===== config.mk =====
export PLATFORM = sky130hd
export DESIGN_NAME = colour_gradient_lookup_core
export DESIGN_NICKNAME = d
export VERILOG_FILES = /design/src/design/cgl_pkg.sv /design/src/design/cgl_front.sv /design/src/design/cgl_div.sv /design/src/design/cgl_back.sv /design/src/design/colour_gradient_lookup_core.sv
export SDC_FILE = /design/constraint.sdc
export NUM_CORES = 2
export LEC_CHECK = 0
export ABC_AREA = 1
export BUFFER_PORTS_ARGS = -buffer_cell sky130_fd_sc_hd__buf_4
export CAP_MARGIN = 20
export CORE_MARGIN = 2
export CORE_UTILIZATION = 64
export CTS_CLUSTER_DIAMETER = 200
export DETAILED_ROUTE_END_ITERATION = 7
export PLACE_DENSITY_LB_ADDON = 0.3
export RECOVER_POWER = 50
export SLEW_MARGIN = 20
export SYNTH_ARGS = -nofsm -noshare
export SYNTH_HDL_FRONTEND = slang
export SYNTH_SLANG_ARGS = --single-unit

===== constraint.sdc =====
create_clock -name clock -period 10.8 [get_ports clock]
set_input_delay 0.54 -clock clock [delete_from_list [all_inputs] [get_ports clock]]
set_output_delay 0.54 -clock clock [all_outputs]
set_load 0.03 [all_outputs]

===== src/design/cgl_pkg.sv =====
package cgl_pkg;

   localparam int MAX_STOPS = 16;
   localparam int IDX_W     = $clog2(MAX_STOPS);
   localparam int CNT_W     = $clog2(MAX_STOPS + 1);
   localparam int FRAC_BITS = 15;
   localparam int ONE_Q     = 1 << FRAC_BITS;
   localparam int DEF_STOPS = (MAX_STOPS < 4) ? MAX_STOPS : 4;

   typedef enum logic [1:0] {
      KIND_LOOKUP = 2'd0,
      KIND_ADD    = 2'd1,
      KIND_EDIT   = 2'd2,
      KIND_NONE   = 2'd3
   } kind_type;

   typedef enum logic [1:0] {
      ST_OK   = 2'd0,
      ST_FULL = 2'd1,
      ST_BAD  = 2'd2
   } status_type;

   typedef struct packed {
      logic [1:0]  kind;
      logic [3:0]  stop_index;
      logic [15:0] red_in;
      logic [15:0] green_in;
      logic [15:0] blue_in;
      logic [15:0] position_in;
      logic [15:0] query_pos;
   } req_type;

   typedef struct packed {
      logic [15:0] red_out;
      logic [15:0] green_out;
      logic [15:0] blue_out;
      logic [15:0] pos_out;
      logic [1:0]  status;
   } rsp_type;

   typedef struct packed {
      logic [15:0] red;
      logic [15:0] green;
      logic [15:0] blue;
      logic [15:0] pos;
   } stop_type;

   // decoded request as it sits in the queue
   typedef struct packed {
      kind_type    op;
      logic [3:0]  stop_index;
      stop_type    stop;
      logic [15:0] query_pos;
   } cmd_type;

   typedef struct packed {
      logic    valid;
      cmd_type cmd;
   } qhead_type;

   function automatic stop_type default_stop(input int k);
      stop_type s;
      logic [15:0] one;
      one = 16'(ONE_Q);
      unique case (k)
         0:       s = '{red: one,   green: one,   blue: one,   pos: 16'd0};
         1:       s = '{red: 16'd0, green: one,   blue: one,   pos: 16'((ONE_Q + 1) / 3)};
         2:       s = '{red: one,   green: 16'd0, blue: one,   pos: 16'((2 * ONE_Q + 1) / 3)};
         default: s = '{red: one,   green: one,   blue: 16'd0, pos: one};
      endcase
      return s;
   endfunction

endpackage


===== src/design/cgl_front.sv =====
module cgl_front (
   input  logic               clock,
   input  logic               reset,
   input  logic               start,
   output logic               busy,
   input  cgl_pkg::req_type   req_data,
   input  logic               pop,
   output cgl_pkg::qhead_type head
);
   import cgl_pkg::*;

   cmd_type    slot_ff [2];
   logic       wr_ptr_ff, wr_ptr_in;
   logic       rd_ptr_ff, rd_ptr_in;
   logic [1:0] fill_ff, fill_in;
   logic       push;
   cmd_type    cmd;

   // classify the incoming request
   always_comb begin
      cmd.op         = kind_type'(req_data.kind);
      cmd.stop_index = req_data.stop_index;
      cmd.stop       = '{red: req_data.red_in, green: req_data.green_in,
                         blue: req_data.blue_in, pos: req_data.position_in};
      cmd.query_pos  = req_data.query_pos;
   end

   assign busy       = (fill_ff == 2'd2);
   assign push       = start && !busy;
   assign head.valid = (fill_ff != 2'd0);
   assign head.cmd   = slot_ff[rd_ptr_ff];

   // advance pointers and fill level
   always_comb begin
      wr_ptr_in = wr_ptr_ff ^ push;
      rd_ptr_in = rd_ptr_ff ^ pop;
      fill_in   = fill_ff + {1'b0, push} - {1'b0, pop};
   end

   always_ff @(posedge clock) begin
      if (reset) begin
         wr_ptr_ff <= 1'b0;
         rd_ptr_ff <= 1'b0;
         fill_ff   <= 2'd0;
      end else begin
         wr_ptr_ff <= wr_ptr_in;
         rd_ptr_ff <= rd_ptr_in;
         fill_ff   <= fill_in;
      end
   end

   // hold queued requests
   always_ff @(posedge clock) begin
      if (push) begin
         slot_ff[wr_ptr_ff] <= cmd;
      end
   end

endmodule


===== src/design/cgl_div.sv =====
module cgl_div (
   input  logic        clock,
   input  logic        reset,
   input  logic        start,
   input  logic [32:0] dividend,
   input  logic [15:0] divisor,
   output logic        done,
   output logic [15:0] quotient
);
   import cgl_pkg::*;

   logic [15:0] rem_ff, rem_in;
   logic [15:0] quo_ff, quo_in;
   logic [15:0] den_ff, den_in;
   logic [4:0]  cnt_ff, cnt_in;
   logic        run_ff, run_in;
   logic        done_ff, done_in;
   logic [16:0] trial;
   logic        fits;

   // one restoring step per cycle; the quotient is known to fit 16 bits
   assign trial = {rem_ff, quo_ff[15]};
   assign fits  = (trial >= {1'b0, den_ff});

   always_comb begin
      rem_in  = rem_ff;
      quo_in  = quo_ff;
      den_in  = den_ff;
      cnt_in  = cnt_ff;
      run_in  = run_ff;
      done_in = 1'b0;
      if (start) begin
         rem_in = dividend[31:16];
         quo_in = dividend[15:0];
         den_in = divisor;
         cnt_in = 5'd0;
         run_in = 1'b1;
      end else if (run_ff) begin
         rem_in = fits ? 16'(trial - {1'b0, den_ff}) : trial[15:0];
         quo_in = {quo_ff[14:0], fits};
         cnt_in = cnt_ff + 5'd1;
         if (cnt_ff == 5'd15) begin
            run_in  = 1'b0;
            done_in = 1'b1;
         end
      end
   end

   always_ff @(posedge clock) begin
      if (reset) begin
         run_ff  <= 1'b0;
         done_ff <= 1'b0;
         cnt_ff  <= 5'd0;
      end else begin
         run_ff  <= run_in;
         done_ff <= done_in;
         cnt_ff  <= cnt_in;
      end
   end

   always_ff @(posedge clock) begin
      rem_ff <= rem_in;
      quo_ff <= quo_in;
      den_ff <= den_in;
   end

   assign done     = done_ff;
   assign quotient = quo_ff;

endmodule


===== src/design/cgl_back.sv =====
module cgl_back (
   input  logic               clock,
   input  logic               reset,
   input  cgl_pkg::qhead_type head,
   output logic               pop,
   output logic               rsp_strobe,
   output cgl_pkg::rsp_type   rsp_data
);
   import cgl_pkg::*;

   typedef enum logic [6:0] {
      S_IDLE  = 7'b0000001,
      S_SCAN1 = 7'b0000010,
      S_PICK  = 7'b0000100,
      S_SCAN2 = 7'b0001000,
      S_MUL   = 7'b0010000,
      S_SUM   = 7'b0100000,
      S_DIV   = 7'b1000000
   } state_type;

   stop_type    stop_ff [MAX_STOPS];
   logic [CNT_W-1:0] count_ff, count_in;
   state_type   state_ff, state_in;
   cmd_type     cmd_ff, cmd_in;
   logic [IDX_W-1:0] scan_ff, scan_in;
   stop_type    first_ff, first_in, last_ff, last_in, lo_ff, lo_in, hi_ff, hi_in;
   logic [IDX_W-1:0] lo_idx_ff, lo_idx_in;
   logic        lo_found_ff, lo_found_in, hi_found_ff, hi_found_in;
   logic [1:0]  ch_ff, ch_in;
   logic [31:0] prod0_ff, prod0_in, prod1_ff, prod1_in;
   rsp_type     rsp_ff, rsp_in;
   logic        strobe_ff, strobe_in;

   logic             wr_en;
   logic [IDX_W-1:0] wr_addr;
   stop_type         wr_stop;
   stop_type         cur;
   logic             scan_end;
   logic [15:0]      t, c0, c1, num, den, q;
   logic [32:0]      sum;
   logic             div_start, div_done;
   logic             first_hit, last_hit, lo_hit, hi_hit;
   logic             first_scan;

   assign cur        = stop_ff[scan_ff];
   assign scan_end   = ({1'b0, scan_ff} == count_ff - CNT_W'(1));
   assign first_scan = (scan_ff == '0);
   assign t          = cmd_ff.query_pos;
   assign num        = t - lo_ff.pos;
   assign den        = hi_ff.pos - lo_ff.pos;
   assign sum        = {1'b0, prod0_ff} + {1'b0, prod1_ff} + {18'd0, den[15:1]};

   // select the channel being blended
   always_comb begin
      unique case (ch_ff)
         2'd0:    begin c0 = lo_ff.red;   c1 = hi_ff.red;   end
         2'd1:    begin c0 = lo_ff.green; c1 = hi_ff.green; end
         2'd2:    begin c0 = lo_ff.blue;  c1 = hi_ff.blue;  end
         default: begin c0 = lo_ff.pos;   c1 = hi_ff.pos;   end
      endcase
   end

   // neighbor search compares
   always_comb begin
      first_hit = first_scan || (cur.pos < first_ff.pos);
      last_hit  = first_scan || (cur.pos >= last_ff.pos);
      lo_hit    = (cur.pos <= t) && (first_scan || !lo_found_ff || cur.pos >= lo_ff.pos);
      hi_hit    = ((cur.pos > lo_ff.pos) || (cur.pos == lo_ff.pos && scan_ff > lo_idx_ff))
                  && (first_scan || !hi_found_ff || cur.pos < hi_ff.pos);
   end

   cgl_div u_div (
      .clock    (clock),
      .reset    (reset),
      .start    (div_start),
      .dividend (sum),
      .divisor  (den),
      .done     (div_done),
      .quotient (q)
   );

   // sequence requests
   always_comb begin
      state_in    = state_ff;
      count_in    = count_ff;
      cmd_in      = cmd_ff;
      scan_in     = scan_ff;
      first_in    = first_ff;
      last_in     = last_ff;
      lo_in       = lo_ff;
      hi_in       = hi_ff;
      lo_idx_in   = lo_idx_ff;
      lo_found_in = lo_found_ff;
      hi_found_in = hi_found_ff;
      ch_in       = ch_ff;
      prod0_in    = prod0_ff;
      prod1_in    = prod1_ff;
      rsp_in      = rsp_ff;
      strobe_in   = 1'b0;
      pop         = 1'b0;
      wr_en       = 1'b0;
      wr_addr     = head.cmd.stop_index[IDX_W-1:0];
      wr_stop     = head.cmd.stop;
      div_start   = 1'b0;
      unique case (state_ff)
         S_IDLE: begin
            if (head.valid) begin
               pop    = 1'b1;
               cmd_in = head.cmd;
               rsp_in = '0;
               unique case (head.cmd.op)
                  KIND_ADD: begin
                     strobe_in = 1'b1;
                     if (count_ff == CNT_W'(MAX_STOPS)) begin
                        rsp_in.status = ST_FULL;
                     end else begin
                        wr_en    = 1'b1;
                        wr_addr  = count_ff[IDX_W-1:0];
                        count_in = count_ff + CNT_W'(1);
                     end
                  end
                  KIND_EDIT: begin
                     strobe_in = 1'b1;
                     if (CNT_W'(head.cmd.stop_index) < count_ff) begin
                        wr_en = 1'b1;
                     end else begin
                        rsp_in.status = ST_BAD;
                     end
                  end
                  KIND_LOOKUP: begin
                     scan_in  = '0;
                     state_in = S_SCAN1;
                  end
                  default: begin
                     strobe_in = 1'b1;
                  end
               endcase
            end
         end
         S_SCAN1: begin
            if (first_hit) first_in = cur;
            if (last_hit)  last_in  = cur;
            if (lo_hit) begin
               lo_in     = cur;
               lo_idx_in = scan_ff;
            end
            lo_found_in = lo_hit || (!first_scan && lo_found_ff);
            scan_in     = scan_ff + IDX_W'(1);
            if (scan_end) state_in = S_PICK;
         end
         S_PICK: begin
            // clamp to the ends, otherwise look for the upper neighbor
            if (t <= first_ff.pos || t >= last_ff.pos) begin
               if (t <= first_ff.pos) begin
                  rsp_in = '{first_ff.red, first_ff.green, first_ff.blue, first_ff.pos, ST_OK};
               end else begin
                  rsp_in = '{last_ff.red, last_ff.green, last_ff.blue, last_ff.pos, ST_OK};
               end
               strobe_in = 1'b1;
               state_in  = S_IDLE;
            end else begin
               scan_in  = '0;
               state_in = S_SCAN2;
            end
         end
         S_SCAN2: begin
            if (hi_hit) hi_in = cur;
            hi_found_in = hi_hit || (!first_scan && hi_found_ff);
            scan_in     = scan_ff + IDX_W'(1);
            if (scan_end) begin
               ch_in    = 2'd0;
               state_in = S_MUL;
            end
         end
         S_MUL: begin
            prod0_in = c0 * (den - num);
            prod1_in = c1 * num;
            state_in = S_SUM;
         end
         S_SUM: begin
            if (den == 16'd0) begin
               unique case (ch_ff)
                  2'd0:    rsp_in.red_out   = c1;
                  2'd1:    rsp_in.green_out = c1;
                  2'd2:    rsp_in.blue_out  = c1;
                  default: rsp_in.pos_out   = c1;
               endcase
               ch_in    = ch_ff + 2'd1;
               state_in = S_MUL;
               if (ch_ff == 2'd3) begin
                  strobe_in = 1'b1;
                  state_in  = S_IDLE;
               end
            end else begin
               div_start = 1'b1;
               state_in  = S_DIV;
            end
         end
         S_DIV: begin
            if (div_done) begin
               unique case (ch_ff)
                  2'd0:    rsp_in.red_out   = q;
                  2'd1:    rsp_in.green_out = q;
                  2'd2:    rsp_in.blue_out  = q;
                  default: rsp_in.pos_out   = q;
               endcase
               ch_in    = ch_ff + 2'd1;
               state_in = S_MUL;
               if (ch_ff == 2'd3) begin
                  strobe_in = 1'b1;
                  state_in  = S_IDLE;
               end
            end
         end
         default: begin
            state_in = S_IDLE;
         end
      endcase
   end

   always_ff @(posedge clock) begin
      if (reset) begin
         state_ff  <= S_IDLE;
         count_ff  <= CNT_W'(DEF_STOPS);
         strobe_ff <= 1'b0;
      end else begin
         state_ff  <= state_in;
         count_ff  <= count_in;
         strobe_ff <= strobe_in;
      end
   end

   always_ff @(posedge clock) begin
      cmd_ff      <= cmd_in;
      scan_ff     <= scan_in;
      first_ff    <= first_in;
      last_ff     <= last_in;
      lo_ff       <= lo_in;
      hi_ff       <= hi_in;
      lo_idx_ff   <= lo_idx_in;
      lo_found_ff <= lo_found_in;
      hi_found_ff <= hi_found_in;
      ch_ff       <= ch_in;
      prod0_ff    <= prod0_in;
      prod1_ff    <= prod1_in;
      rsp_ff      <= rsp_in;
   end

   // stop table: default stops on reset, the rest loaded by requests
   always_ff @(posedge clock) begin
      if (reset) begin
         for (int k = 0; k < DEF_STOPS; k++) begin
            stop_ff[k] <= default_stop(k);
         end
      end else if (wr_en) begin
         stop_ff[wr_addr] <= wr_stop;
      end
   end

   assign rsp_strobe = strobe_ff;
   assign rsp_data   = rsp_ff;

endmodule


===== src/design/colour_gradient_lookup_core.sv =====
// Colour gradient lookup over a table of up to 16 colour stops (Q1.15).
// A request is taken when start is high and busy is low; busy rises only
// when the two-entry request queue is full. Each request produces one
// response, shown for exactly one cycle with rsp_strobe, in request order;
// the receiver cannot stall it. Add, edit and unused kinds answer in the
// cycle after leaving the queue. A lookup scans the table once for the end
// stops and lower neighbor, then clamps to an end stop if the query lies at
// or outside the end stops; otherwise it scans again for the upper neighbor,
// then blends four channels in turn through one multiplier pair and one
// 16-step serial divider, which is skipped when both neighbors share a position.
module colour_gradient_lookup_core (
   input  logic             clock,
   input  logic             reset,
   input  logic             start,
   output logic             busy,
   input  cgl_pkg::req_type req_data,
   output logic             rsp_strobe,
   output cgl_pkg::rsp_type rsp_data
);
   import cgl_pkg::*;

   qhead_type head;
   logic      pop;

   cgl_front u_front (
      .clock    (clock),
      .reset    (reset),
      .start    (start),
      .busy     (busy),
      .req_data (req_data),
      .pop      (pop),
      .head     (head)
   );

   cgl_back u_back (
      .clock      (clock),
      .reset      (reset),
      .head       (head),
      .pop        (pop),
      .rsp_strobe (rsp_strobe),
      .rsp_data   (rsp_data)
   );

`ifndef SYNTHESIS
   // a flagged request carries no colour
   a_flag_zero: assert property (@(posedge clock) disable iff (reset)
      (rsp_strobe && rsp_data.status != ST_OK) |->
      (rsp_data.red_out == 16'd0 && rsp_data.green_out == 16'd0 &&
       rsp_data.blue_out == 16'd0 && rsp_data.pos_out == 16'd0))
      else $error("flagged response with nonzero colour");

   // an accepted request is waiting in the queue on the next cycle
   a_push_seen: assert property (@(posedge clock) disable iff (reset)
      (start && !busy) |=> head.valid)
      else $error("accepted request missing from queue");
`endif

endmodule

[Yosys cells after proc, flatten, opt, wreduce, memory -nomap -nowiden]
Memories as Yosys holds them, arrays and structs flattened. A register that Yosys moved wholly into a read port is not among the register bits.
Index checks and enable logic that the tools add are counted.
Word-level totals
  logic and storage cells: 237
  output and inout port bits: 68
  input bits: 89
  flip-flop bits (word level): 486
  RAM bits: 1196
  memories kept: 2
Operators by class
  add/sub/neg operators: 13
  magnitude comparators: 11
  multipliers: 2
  bitwise gates (word level): 4
  equal/unequal tests: 33
  muxes and demuxes: 82
  reductions and logical operators: 49
Memory list
  u_back.stop_ff: depth 16, width 64, read ports 1, clocked after memory_dff 1, wr ports 4, RTL line cgl_back.sv:21  | stop_type stop_ff [MAX_STOPS];
  u_front.slot_ff: depth 2, width 86, read ports 1, clocked after memory_dff 1, wr ports 1, RTL line cgl_front.sv:12  | cmd_type slot_ff [2];
Operators by type and width (number)
  64-bit 2-to-1 mux: 7
  64-bit case mux with 4 select lines: 1
  16-bit 2-to-1 mux: 13
  66-bit 2-to-1 mux: 3
  16-bit case mux with 3 select lines: 2
  64-bit OR reduction: 1
  7-bit case mux with 7 select lines: 1
  16-bit greater-or-equal comparator: 3
  16-bit subtractor: 3
  7-bit 2-to-1 mux: 6
  4-bit 2-to-1 mux: 10
  32-bit by 15-bit adder with 32-bit output: 1
  32-bit adder: 1
  16-bit less-or-equal comparator: 2
  16-bit less-than comparator: 2
  16-bit by 16-bit multiplier with 32-bit output: 1
  16-bit by 32-bit multiplier with 32-bit output: 1
  1-bit 2-to-1 mux: 28
  7-bit AND reduction: 4
  2-bit inequality test (second input constant): 9
  17-bit by 16-bit greater-or-equal comparator with 1-bit output: 1
  16-bit by 16-bit subtractor with 17-bit output: 1
  16-bit equality test: 1
  16-bit > comparator: 1
  other kinds (45): 91

[Longest topological paths before layout]
  depth in word-level cells: 10
  depth in mapped cells: 46
  mapped depth without buffers: 46

[Modules after synthesis]
A second synthesis with hierarchy kept.
Second synthesis, totals
  cells, all modules: 8190
  area, all modules: 92600.1 um^2
By module, submodules not included
  cgl_back: cells each 7440, area each 82434.1 um^2, times used 1, sequential area each 43521.7 um^2
  cgl_front: cells each 297, area each 6547.5 um^2, times used 1, sequential area each 5245.0 um^2
  cgl_div: cells each 453, area each 3618.5 um^2, times used 1, sequential area each 1581.5 um^2

[Least setup slack after synthesis]
OpenSTA, ideal clock, no wires.
  kind: register to register
  from: register u_back.lo_ff[0] (netlist bit)
  to: register u_back.prod0_ff[22] (data pin)
  cell stages (with the launch flop): 42
  data required time: 10540 ps
  setup time: 260 ps
  slack: 2041 ps
  arrival: 8500 ps
  path buffers: 1
  period minus slack after synthesis: 8759 ps
  cells stage by stage: edfxtp_1 ha_1 fa_1 xnor2_1 clkinv_1 ha_1 nand2_1 o21ai_0 a21oi_1 o21ai_0 nand2_1 nand3b_1 nand2_1 inv_1 nand2_1 nand2_1 nand2_1 nand3_1 [6 not listed] inv_1 fa_1 inv_1 fa_1 fa_1 fa_1 inv_1 ha_1 nand2_1 o21a_1 o21ai_0 a21oi_1 o21ai_0 inv_1 o21ai_0 nand2_1 nand2_1 xor2_1
On the way
  word-level cells in the longest chain between the ends: 3
  elaborated cells on any way between the ends: 5
  those cells by class: add/sub: 3; mul: 1; mux: 1
RTL lines
  start: declaration: RTL line cgl_back.sv:26  | stop_type first_ff, first_in, last_ff, last_in, lo_ff, lo_in, hi_ff, hi_in;
  start signal: assignment: RTL line cgl_back.sv:238  | lo_ff <= lo_in;
  16-bit subtractor (on tied branches): RTL line cgl_back.sv:50, cgl_back.sv:49
  16-bit by 16-bit subtractor with 17-bit output: RTL line cgl_back.sv:176  | prod0_in = c0 * (den - num);
  16-bit by 32-bit multiplier with 32-bit output (*): RTL line cgl_back.sv:176
  end signal: assignment: RTL line cgl_back.sv:244  | prod0_ff <= prod0_in;
  end: declaration: RTL line cgl_back.sv:30  | logic [31:0] prod0_ff, prod0_in, prod1_ff, prod1_in;
Mark *: on every way between the ends. The rest lies on a longest branch, timed or not.
A chain may end at the register's enable or synchronous reset.

==> impl_metrics.tcl <==
set metrics [dict create \
    hold_viol_final 0 \
    syn2layout_area_growth_pct 10.2 \
    totalWireLength_um 276000 \
    fin_skew_ns 0.0437 \
    max_freq_ghz 0.0985 \
    worstRegToRegCells 7 \
    rrSetupSlack_ns 0.65 \
    ys_top_cells_by_area "edfxtp_1 (54%), fa_1 (10%), ha_1 (5.6%)" \
    crit_type "flop to flop" \
    root_buffer "clkbuf_16" \
    ys_seq_area_share_pct 54.4 \
    routabilityCongestion 1.06 \
    htree_levels 4 \
    final_nets 9440 \
    grt_max_degree 171 \
    syn_area_mm2 0.0925 \
    synth_top_cell_by_area "edfxtp_1" \
    dp_hpwl_um 188000 \
    synthArstFlopShare_pct 0 \
    cp.required_ns 11.25 \
    critPathLaunchType "flop" \
    min_to "u_front.wr_ptr_ff$_SDFF_PP0_" \
    yosysMostFrequentCell "edfxtp_1" \
    grt_pass1_vias 64868 \
    cts_tree "done" \
    r2r_end "u_back.first_ff[44]$_DFFE_PP_" \
    setup-tns-final_ns 0 \
    port_buffers 156 \
    die_h_um 384 \
    first_pass_iters 6 \
    synth_nets 9208 \
    place_ws_ns 0.736 \
    cpPeakStageDelay_ns 4.93 \
    worst_setup_path_end_kind "flop" \
    synth_top_cell_area_share_pct 53.8 \
    rsz0062_at_grt "false" \
    worst_hold_startpoint "start" \
    synth_ff_type "edfxtp_1" \
    worstPathCellList "dlymetal6s2s_1 > clkbuf_4 > a21oi_1 > o21ai_0 > o211ai_1 > nand3_1 > nand2_1" \
    clk_path_buf_depth 3 \
    syn_area_per_cell_um2 11.2 \
    postRouteAntennaNets 0 \
    worst-path-buf-inv 2 \
    crit_path_max_fanout 167 \
    path_clk_slew_ns 0.06 \
    drcViolationCount 0 \
    diodes 0 \
    relSlewSlack_pct -356 \
    synth_common_cells "edfxtp_1 (1,658), inv_1 (1,274), nand2_1 (978)" \
    core_area_mm2 0.143 \
    post_cts_buffers 0 \
    clock_latency_ns 0.83 \
    status "finished, violations left" \
    core.rowCount 139 \
    period_minus_slack_ns 10.15 \
    vias_per_cell 6.16 \
    arrival_ns 10.60 \
    tightestPinTransition_ns 6.84 \
    die_w_um 384 \
    yosys_warnings 0 \
    drive_above_1_share_pct 6.52 \
    track_usage_pct 37.5 \
    cts_sinks 1686 \
    syn_inst 8232 \
    io_pins 157 \
    vias 64709 \
    grt_pass1_wl_um 404000 \
    grt.overflow.total 0 \
    final.setup.worst_slack_ns 0.652 \
    drt-initial-drc-count 7361 \
    fin_crit_sh_pct 94.0 \
    setup_viol 0 \
    synth-edff-count 1658 \
    cts_buffers 169 \
    wl_per_cell_um 26.2 \
    critical_path.top_delay_family "buffers and inverters" \
    failed_checks "max-capacitance violations, max-slew violations" \
    start_util_pct 64.5 \
    drv_slew 1050 \
    holdPathStages 5 \
    antenna_found_initial 7 \
    ys_seq_elements 1686 \
    synth_cell_types 64 \
    worst_path_max_delay_cell "dlymetal6s2s_1" \
    die-area_mm2 0.148 \
    min_path_type "input port to flop" \
    fill_cells 9952 \
    cap_viol_max_count 18 \
]
[stage by stage]
step	hold WS (ns)	cell area, um2	util, %	instances
after global routing	0.290	102000	71.0	10501
after detailed placement	0.464	96100	67.0	10109
final	0.252	102000	71.0	10501
after global placement	0.456	96100	67.0	10109
after floorplan	0.444	92500	-	8232
after CTS	0.255	102000	71.4	10501
[timing repair]
item                                    CTS  global route
endpoints found under the hold margin   179             0
endpoints found under the setup margin    0             3
gates resized for setup                   0             1
hold buffers                             87             0
[layer usage]
| layer | part of all wire [%] | track usage (%) | vias up |
|---|---|---|---|
| met5 | 0.0065 | 0 | - |
| met4 | 7.6 | 24.5 | 2 |
| li1 | - | - | 28476 |
| met2 | 47 | 61.0 | 3660 |
| met3 | 9.6 | 7.24 | 911 |
| met1 | 35 | 46.1 | 31660 |
[how the worst max path moves through the flow]
stage	startpoint	end	slack (ns)	cells past startpoint
6_report	flop	u_back.first_ff[44]$_DFFE_PP_	0.65	7
3_3_place_gp	u_back.t[0]$_DFFE_PP_	u_back.prod0_ff[22]$_DFFE_PP_	0.84	42
5_1_grt	flop	u_back.first_ff[44]$_DFFE_PP_	0.06	7
3_5_place_dp	u_back.lo_ff[0]$_DFFE_PP_	u_back.prod0_ff[22]$_DFFE_PP_	0.74	41
2_1_floorplan	u_back.lo_ff[0]$_DFFE_PP_	u_back.prod0_ff[22]$_DFFE_PP_	2.04	41
4_1_cts	u_back.t[0]$_DFFE_PP_	u_back.prod0_ff[22]$_DFFE_PP_	0.74	42
[registers in the layout, indices dropped and copies added, names as in the netlist, 4 cells and up, named ones only]
signal	count
u_back.stop_ff	1024
u_front.slot_ff	172
u_back.rsp_data	66
u_back.first_ff	64
u_back.hi_ff	64
u_back.last_ff	64
u_back.lo_ff	64
u_back.prod0_ff	32
u_back.prod1_ff	32
u_back.t	16
u_back.u_div.den_ff	16
u_back.u_div.quotient	16
u_back.u_div.rem_ff	16
u_back.state_ff	7
u_back.count_ff	5
u_back.u_div.cnt_ff	5
u_back.lo_idx_ff	4
u_back.scan_ff	4
[tightest hold or removal path, delay by kind of cell]
kind,cells,cell delay (ns)
adders and majority gates,1,0.16
buffers and inverters,2,0.10
and+or+nand+nor,2,0.23
[cells by family after synthesis]
group | after synthesis | share of synthesized area [%]
XOR/XNOR | 153 | 1.45
multiplexers | 252 | 2.73
AND/OR/NAND/NOR | 2085 | 9.37
flip-flops | 1686 | 54.4
adder cells (fa/ha/maj) | 887 | 15.9
buffers and inverters | 1626 | 6.70
AO/OA/AOI/OAI | 1543 | 9.46
[placed cells by master, fill, tap and decap left out, drive strengths merged, types with 87 or more instances in the layout]
cell type and count:
edfxtp 1658, inv 1295, nand2 989, nor2 689
o21ai 663, a21oi 494, fa 475, ha 412
clkbuf 383, o211ai 268, mux2i 252, nand3 230
buf 113, xor2 98, clkinv 93, dlygate4sd3 87
[final cells by class]
type / count / area (um2) / share of cell area, %
Clock inverter: 102 / 1050 / 1.04
Inverter: 1306 / 4910 / 4.82
Timing Repair Buffer: 381 / 2700 / 2.65
Tap cell: 1903 / 2380 / 2.34
Sequential cell: 1686 / 50400 / 49.4
Clock buffer: 203 / 4390 / 4.31
Multi-Input combinational cell: 4920 / 36100 / 35.4
Power is left out: the tool's default activity adds up to more than one toggle a clock period on the data nets, which glitch-free logic cannot reach.
